## src/indexed_sprite_blitter_assert.svh

```systemverilog
// Assertion macros shared by the sprite blitter RTL files.
`ifndef INDEXED_SPRITE_BLITTER_ASSERT_SVH
`define INDEXED_SPRITE_BLITTER_ASSERT_SVH
`ifndef SYNTHESIS
// same-cycle implication, reset-qualified
`define ISB_ASSERT_IMP(lbl, clk, rst_n, ante, cons) \
    lbl: assert property (@(posedge clk) disable iff (!rst_n) (ante) |-> (cons)) \
        else $error("isb assertion failed");
// next-cycle implication, reset-qualified
`define ISB_ASSERT_NXT(lbl, clk, rst_n, ante, cons) \
    lbl: assert property (@(posedge clk) disable iff (!rst_n) (ante) |=> (cons)) \
        else $error("isb assertion failed");
`else
`define ISB_ASSERT_IMP(lbl, clk, rst_n, ante, cons)
`define ISB_ASSERT_NXT(lbl, clk, rst_n, ante, cons)
`endif
`endif

```

## src/isb_pkg.sv

```systemverilog
// Types and constants of the palettized sprite blitter.
package isb_pkg;

    // default sizing
    localparam int NUM_PALETTES_DEF    = 256;
    localparam int PALETTE_ENTRIES_DEF = 256;
    localparam int MAX_IMAGE_DIM_DEF   = 4096;
    localparam int MAX_CANVAS_DEF      = 8192;

    // front-to-back queue
    localparam int QUEUE_DEPTH = 4;

    // world coordinate width: 16-bit signed position plus image offset, minus origin
    localparam int COORD_W = 18;

    // configuration port
    localparam int CFG_IDX_W  = 2;
    localparam int CFG_DATA_W = 16;

    typedef enum logic [CFG_IDX_W-1:0] {
        CFG_ORIGIN_X      = 2'd0,
        CFG_ORIGIN_Y      = 2'd1,
        CFG_CANVAS_WIDTH  = 2'd2,
        CFG_CANVAS_HEIGHT = 2'd3
    } cfg_index_t;

    // input item kinds
    typedef enum logic [1:0] {
        KIND_PAL = 2'd0,
        KIND_OBJ = 2'd1,
        KIND_PIX = 2'd2
    } kind_t;

    // operations carried to the back end
    typedef enum logic [1:0] {
        OP_PAL = 2'd0,
        OP_OBJ = 2'd1,
        OP_PIX = 2'd2
    } op_t;

    typedef struct packed {
        logic [1:0]  kind;
        logic [7:0]  palette_slot;
        logic [7:0]  entry;
        logic [14:0] color;
        logic [8:0]  pal_size;
        logic [15:0] pos_x;
        logic [15:0] pos_y;
        logic [12:0] img_width;
        logic [12:0] img_height;
        logic        hflip;
        logic        vflip;
        logic [7:0]  pixel;
    } item_t;

    typedef struct packed {
        logic        is_status;
        logic        object_skipped;
        logic [12:0] dest_x;
        logic [12:0] dest_y;
        logic [7:0]  red;
        logic [7:0]  green;
        logic [7:0]  blue;
    } result_t;

    // live configuration
    typedef struct packed {
        logic [15:0] origin_x;
        logic [15:0] origin_y;
        logic [13:0] canvas_w;
        logic [13:0] canvas_h;
    } cfg_t;

    // one classified request in the queue
    typedef struct packed {
        op_t                op;
        logic [7:0]         slot;
        logic               slot_ok;
        logic               entry_ok;
        logic [7:0]         idx;
        logic [14:0]        color;
        logic [8:0]         size;
        logic [COORD_W-1:0] wx;
        logic [COORD_W-1:0] wy;
    } qentry_t;

    // 5-bit channel to 8 bits by replication
    function automatic logic [7:0] expand5(input logic [4:0] c);
        expand5 = {c, c[4:2]};
    endfunction

endpackage

```

## src/isb_queue.sv

```systemverilog
// Short request queue between front and back end.
`include "indexed_sprite_blitter_assert.svh"

module isb_queue (
    input  logic              clk,
    input  logic              rst_n,
    input  logic              wr,
    input  isb_pkg::qentry_t  wr_data,
    output logic              full,
    input  logic              rd,
    output logic              nonempty,
    output isb_pkg::qentry_t  rd_data
);

    localparam int DEPTH = isb_pkg::QUEUE_DEPTH;
    localparam int PTR_W = $clog2(DEPTH);
    localparam int CNT_W = $clog2(DEPTH + 1);

    isb_pkg::qentry_t slots_reg [DEPTH];
    logic [PTR_W-1:0] wr_ptr_reg, wr_ptr_next;
    logic [PTR_W-1:0] rd_ptr_reg, rd_ptr_next;
    logic [CNT_W-1:0] count_reg, count_next;

    assign full     = (count_reg == CNT_W'(DEPTH));
    assign nonempty = (count_reg != '0);
    assign rd_data  = slots_reg[rd_ptr_reg];

    // pointer and fill update
    always_comb
    begin
        wr_ptr_next = wr_ptr_reg;
        rd_ptr_next = rd_ptr_reg;
        count_next  = count_reg;
        if (wr)
            wr_ptr_next = (wr_ptr_reg == PTR_W'(DEPTH - 1)) ? '0 : wr_ptr_reg + 1'b1;
        if (rd)
            rd_ptr_next = (rd_ptr_reg == PTR_W'(DEPTH - 1)) ? '0 : rd_ptr_reg + 1'b1;
        if (wr && !rd)
            count_next = count_reg + 1'b1;
        else if (rd && !wr)
            count_next = count_reg - 1'b1;
    end

    always_ff @(posedge clk or negedge rst_n)
    begin
        if (!rst_n)
        begin
            wr_ptr_reg <= '0;
            rd_ptr_reg <= '0;
            count_reg  <= '0;
        end
        else
        begin
            wr_ptr_reg <= wr_ptr_next;
            rd_ptr_reg <= rd_ptr_next;
            count_reg  <= count_next;
        end
    end

    // storage
    always_ff @(posedge clk)
    begin
        if (wr)
            slots_reg[wr_ptr_reg] <= wr_data;
    end

    `ISB_ASSERT_IMP(a_no_overflow, clk, rst_n, wr, !full)
    `ISB_ASSERT_IMP(a_no_underflow, clk, rst_n, rd, nonempty)
    `ISB_ASSERT_NXT(a_fill_tracks, clk, rst_n, wr && !rd, count_reg == $past(count_reg) + 1'b1)

endmodule

```

## config.mk

```make
export PLATFORM = sky130hd
export DESIGN_NAME = isb_queue
export DESIGN_NICKNAME = d
export VERILOG_FILES = /design/src/isb_pkg.sv /design/src/isb_queue.sv
export VERILOG_INCLUDE_DIRS = /design/src /design/src/src
export SDC_FILE = /design/constraint.sdc
export NUM_CORES = 1
export LEC_CHECK = 0
export BUFFER_PORTS_ARGS = -buffer_cell sky130_fd_sc_hd__buf_2
export CAP_MARGIN = 20
export CORE_UTILIZATION = 50
export CTS_CLUSTER_SIZE = 24
export DETAILED_ROUTE_END_ITERATION = 6
export PLACE_DENSITY = 0.67
export SLEW_MARGIN = 10
export SYNTH_ARGS = -nofsm -noshare
export SYNTH_HDL_FRONTEND = slang
export SYNTH_SLANG_ARGS = --single-unit
```

## constraint.sdc

```tcl
create_clock -name clk -period 3.4 [get_ports clk]
set_input_delay 0.17 -clock clk [delete_from_list [all_inputs] [get_ports clk]]
set_output_delay 0.17 -clock clk [all_outputs]
set_load 0.02 [all_outputs]
```

=== Word-level counts from Yosys, hierarchy flattened ===
Memories as Yosys holds them, arrays and structs flattened.
Index checks and enable logic that the tools add are counted.

* Flip-flop bits (word level): 7
* Latch bits: 0
* RAM bits: 320
* Memory bits (read-only): 0
* Bits of input ports: 84
* Output and inout bits: 82
* Word-level logic and storage cells: 23
* Memories kept: 1

* Add/sub/neg operators: 4
* $mul: 0
* Div/mod/pow operators: 0
* Magnitude comparators: 0
* Equal/unequal tests: 3
* Shift operators: 0
* Muxes and demuxes: 6
* Bitwise operators: 0
* Reductions and logical operators: 6

{| class="wikitable"
|+ Memory list
! name !! words !! bits a word !! read ports !! clocked after Yosys merged registers in !! write ports !! RTL line !! text
|-
| slots_reg || 4 || 80 || 1 || 0 || 1 || isb_queue.sv:19 || <nowiki>isb_pkg::qentry_t slots_reg [DEPTH];</nowiki>
|}

{| class="wikitable"
|+ Operator list
! cell !! count
|-
| 3-bit 2-to-1 mux || 2
|-
| 2-bit by 1-bit adder with 2-bit output (second input constant) || 2
|-
| 2-bit equality test (second input constant) || 2
|-
| 2-bit 2-to-1 mux || 2
|-
| 3-bit by 1-bit adder with 3-bit output (second input constant) || 1
|-
| 3-bit equality test (second input constant) || 1
|-
| 3-bit nonzero test || 1
|-
| 3-bit by 1-bit subtractor with 3-bit output (second input constant) || 1
|-
| 1-bit logical AND || 2
|-
| 1-bit logical NOT || 2
|-
| 1-bit 2-to-1 mux || 2
|-
| 2-bit nonzero test || 1
|}

=== Depth between registers and ports, before layout ===
* Depth in word-level cells: 4
* Depth in mapped cells: 7
* Mapped depth without buffers: 7

=== Worst setup path before layout ===
No wires, ideal clock.

* Kind: register -> register
* Start: reg wr_ptr_reg[0]
* End: mem slots_reg[0][0] in the netlist's numbering (enable)
* Library setup time: 0.447 ns
* Data arrival time: 2.487 ns
* Slack: 0.466 ns
* Cell stages (with the launch flop): 4
* Path buffers: 0
* Path through: dfrtp_1 -> inv_1 -> ha_1 -> and2_1

{| class="wikitable"
|+ RTL lines
! element !! RTL line !! text
|-
| from (decl) || isb_queue.sv:20 || <nowiki>logic [PTR_W-1:0] wr_ptr_reg, wr_ptr_next;</nowiki>
|-
| from (signal assigned) || isb_queue.sv:54 || <nowiki>wr_ptr_reg <= wr_ptr_next;</nowiki>
|-
| to (decl) || isb_queue.sv:19 ||
|}

No word-level cell before the write port.

==> metrics.md <==
| Metric | Value |
|---|---|
| Reg2reg end | slots_reg[2][38] |
| Initial antenna violation count | 0 |
| Dpl cells | 930 |
| Least-Margin Pin Slew | 0.656 ns |
| RSZ-0062 raised after global routing | false |
| Status | finished clean |
| Leak | 5.24 nW |
| Syn Inst Count | roughly 460 |
| Worst Hold Class | primary input to async pin |
| Worst Path Arrival | 2.41 ns |
| Final hold vios | 0 |
| CTS H-tree lvls | 2 |
| Core Area | 23500 sq um |
| Maximum vdd drop | 0.000556 V |
| Max reg flops | 320 |
| Total CTS buffers | 35 |
| Synthesis-stage register bit count | 327 |
| CTS Sinks | 327 |
| Ant diodes | 0 |
| R2R cell count | 4 |
| WL/cell | ~20 microns |
| Final std cells w/o fill | 1071 |
| Share of cells above drive strength 1 | 40.8% |
| Storage cell area | 9790 sq um |
| Synthesized Nets | 546 |
| Area occupied by multi-input gates | 2030 sq um |
| Startpoint Class | flip-flop |
| First-pass GRT wire length | 33400 microns |
| Fin util | 64.2% |
| Total Wirelength | 21700 microns |
| Fmax | 388 MHz |
| Core Rows | 56 |
| Max Slew Vio Count | 0 |
| Period utilization | 75.9% |
| Final nets | between 800 and 900 |
| Worst r2r src | wr_ptr_reg[0] |
| Setup WS post-layout | 0.820 ns |
| CTS Buffer Depth | 3 |
| Max_cap viols | 0 |
| Critical path required time | 3.23 ns |
| Setup violators final | 0 |
| Synth cell types | 19 |
| DRT Pass-1 Iters | 4 |
| I/O pins | 166 |
| Largest net degree at the start of global routing | 47 |
| R2r setup slk | 1.44 ns |
| Chip width | 157 microns |
| Skew final | 0.00614 ns |
| GPL Wtd Cong | 0.720 |
| Post-place setup slack | 1.27 ns |
| Detailed-route DRC error count | 0 |
| Syn avg cell area | 26.5 sq um |
| Endpoint class of the critical path | output port |
| Post-cts sizing count | 0 |
| Routed Antenna Nets | 0 |
| Minimum clock period | 2.58 ns |
| WHS | 0.0494 ns |
| Fin Setup TNS | 0 ns |
| Max-slew headroom | between 50% and 60% |
| Overall routing resource usage | 18.3% |
| Area grow syn2layout | 25.6% |
| Root cell of the clock tree | clkbuf_16 |
| Cell Area, Synth | roughly 12000 sq um |
| CTS tree | done |
| DR iter-0 viols | between 200 and 300 |
| Grt total ovfl | 0 |
| Die area | 24700 sq um |
| Vias | 5631 |
| Crit path kind | flip-flop to output port |
| Starting density of the core | 51.1% |
| Die H | 157 microns |
| Sequential share of the synthesized area | 81.3% |
| HPWL after DPL | 12400 microns |
| Vias per Instance | approximately 5.3 |
| Port buffer count | around 170 |
| Vias in the first global route | 6191 |
| Crit path max fanout | 30 |
| Postcts setup bufs | 0 |
| Yosys warns | 0 |
| Worst-path clk slew | 0.06 ns |
| Number of fill cells | 1643 |
| Power per cell area | 845 nW/um^2 |
| Worst skew pair latency | 0.49 ns |
| CTS Hold Bufs | 83 |
critical path, stage by stage, from the launching register on:
cell     delay [ns]
dfrtp_4        0.84
buf_12         0.30
mux4_2         0.55
buf_2          0.18
through the flow:
stage	instance area [sq um]	power, mW
after floorplan	12000	8.28
after CTS	15100	13.0
after global placement	13200	9.28
after global routing	15100	13.3
after detailed placement	13200	9.35
final	15100	12.8
cell usage after synthesis:
master / instances / area [sq um]
ha_1: 6 / 75.1
buf_2: 9 / 45.0
nor3b_1: 1 / 7.51
nand2_1: 2 / 7.51
xnor2_1: 1 / 8.76
inv_1: 4 / 15.0
buf_12: 7 / 140
mux2_2: 3 / 33.8
buf_6: 1 / 11.3
buf_8: 1 / 15.0
and2_1: 4 / 25.0
dfrtp_1: 7 / 175
o21ai_0: 2 / 10.0
fa_1: 1 / 20.0
edfxtp_1: 320 / 9610
nor2_1: 3 / 11.3
xor2_1: 2 / 17.5
or3_1: 1 / 6.26
mux4_2: 80 / 1800
cells in the final DEF (no fill, tap or decap), drive strengths merged:
cell / netlist / final
edfxtp: 320 / 320
buf: 18 / 174
dlygate4sd3: 0 / 83
mux4: 80 / 80
clkbuf: 0 / 45
clkinv: 0 / 10
dfrtp: 7 / 7
ha: 6 / 6
inv: 4 / 5
and2: 4 / 4
mux2: 3 / 3
nor2: 3 / 3
nand2: 2 / 2
o21ai: 2 / 2
xor2: 2 / 2
bufinv: 0 / 2
or3: 1 / 1
nor3b: 1 / 1
xnor2: 1 / 1
fa: 1 / 1
cells by family after synthesis:
| group | synth area share [%] |
|---|---|
| DFF | 81.3 |
| muxes | 15.3 |
| buffers and inverters | 1.88 |
| and+or+nand+nor | 0.478 |
| adders and majority gates | 0.790 |
| xor gates and xnor gates | 0.218 |
| AOI/OAI and AO/OA | 0.0832 |
where the power goes:
group | internal [mW] | switching, mW | leakage (nW)
Sequential | 5.17 | 0.368 | 3.02
Clock | 2.12 | 1.40 | 0.523
Combinational | 1.65 | 2.07 | 1.70
final cells by class:
cell class	count	share of cell area (%)
Sequential cell	327	64.8
Multi-Input combinational cell	106	13.5
Timing Repair Buffer	257	12.0
Clock buffer	45	6.32
Tap cell	319	2.64
Clock inverter	13	0.737
Inverter	4	0.0993
routing by layer:
layer | share of wire [%] | GRT usage (%) | vias to the layer above
met4 | 2.1 | 5.36 | 0
met2 | 53 | 32.9 | 153
met3 | 4.8 | 3.58 | 40
li1 | - | - | 2509
met5 | 0 | 0 | -
met1 | 40 | 22.4 | 2929
worst max-delay path by stage:
| stage | start | end | slack, ns | cells after the start |
|---|---|---|---|---|
| 6_report | rd_ptr_reg[0] | rd_data[23] | 0.82 | 3 |
| 3_5_place_dp | rd_ptr_reg[0] | rd_data[23] | 1.27 | 3 |
| 4_1_cts | rd_ptr_reg[0] | rd_data[23] | 0.73 | 3 |
| 3_3_place_gp | rd_ptr_reg[0] | rd_data[23] | 1.27 | 3 |
| 5_1_grt | rd_ptr_reg[0] | rd_data[60] | 0.66 | 3 |
| 2_1_floorplan | wr_ptr_reg[0] | slots_reg[0][0] | 0.47 | 3 |
No activity file was read; power rests on OpenSTA's default activity.
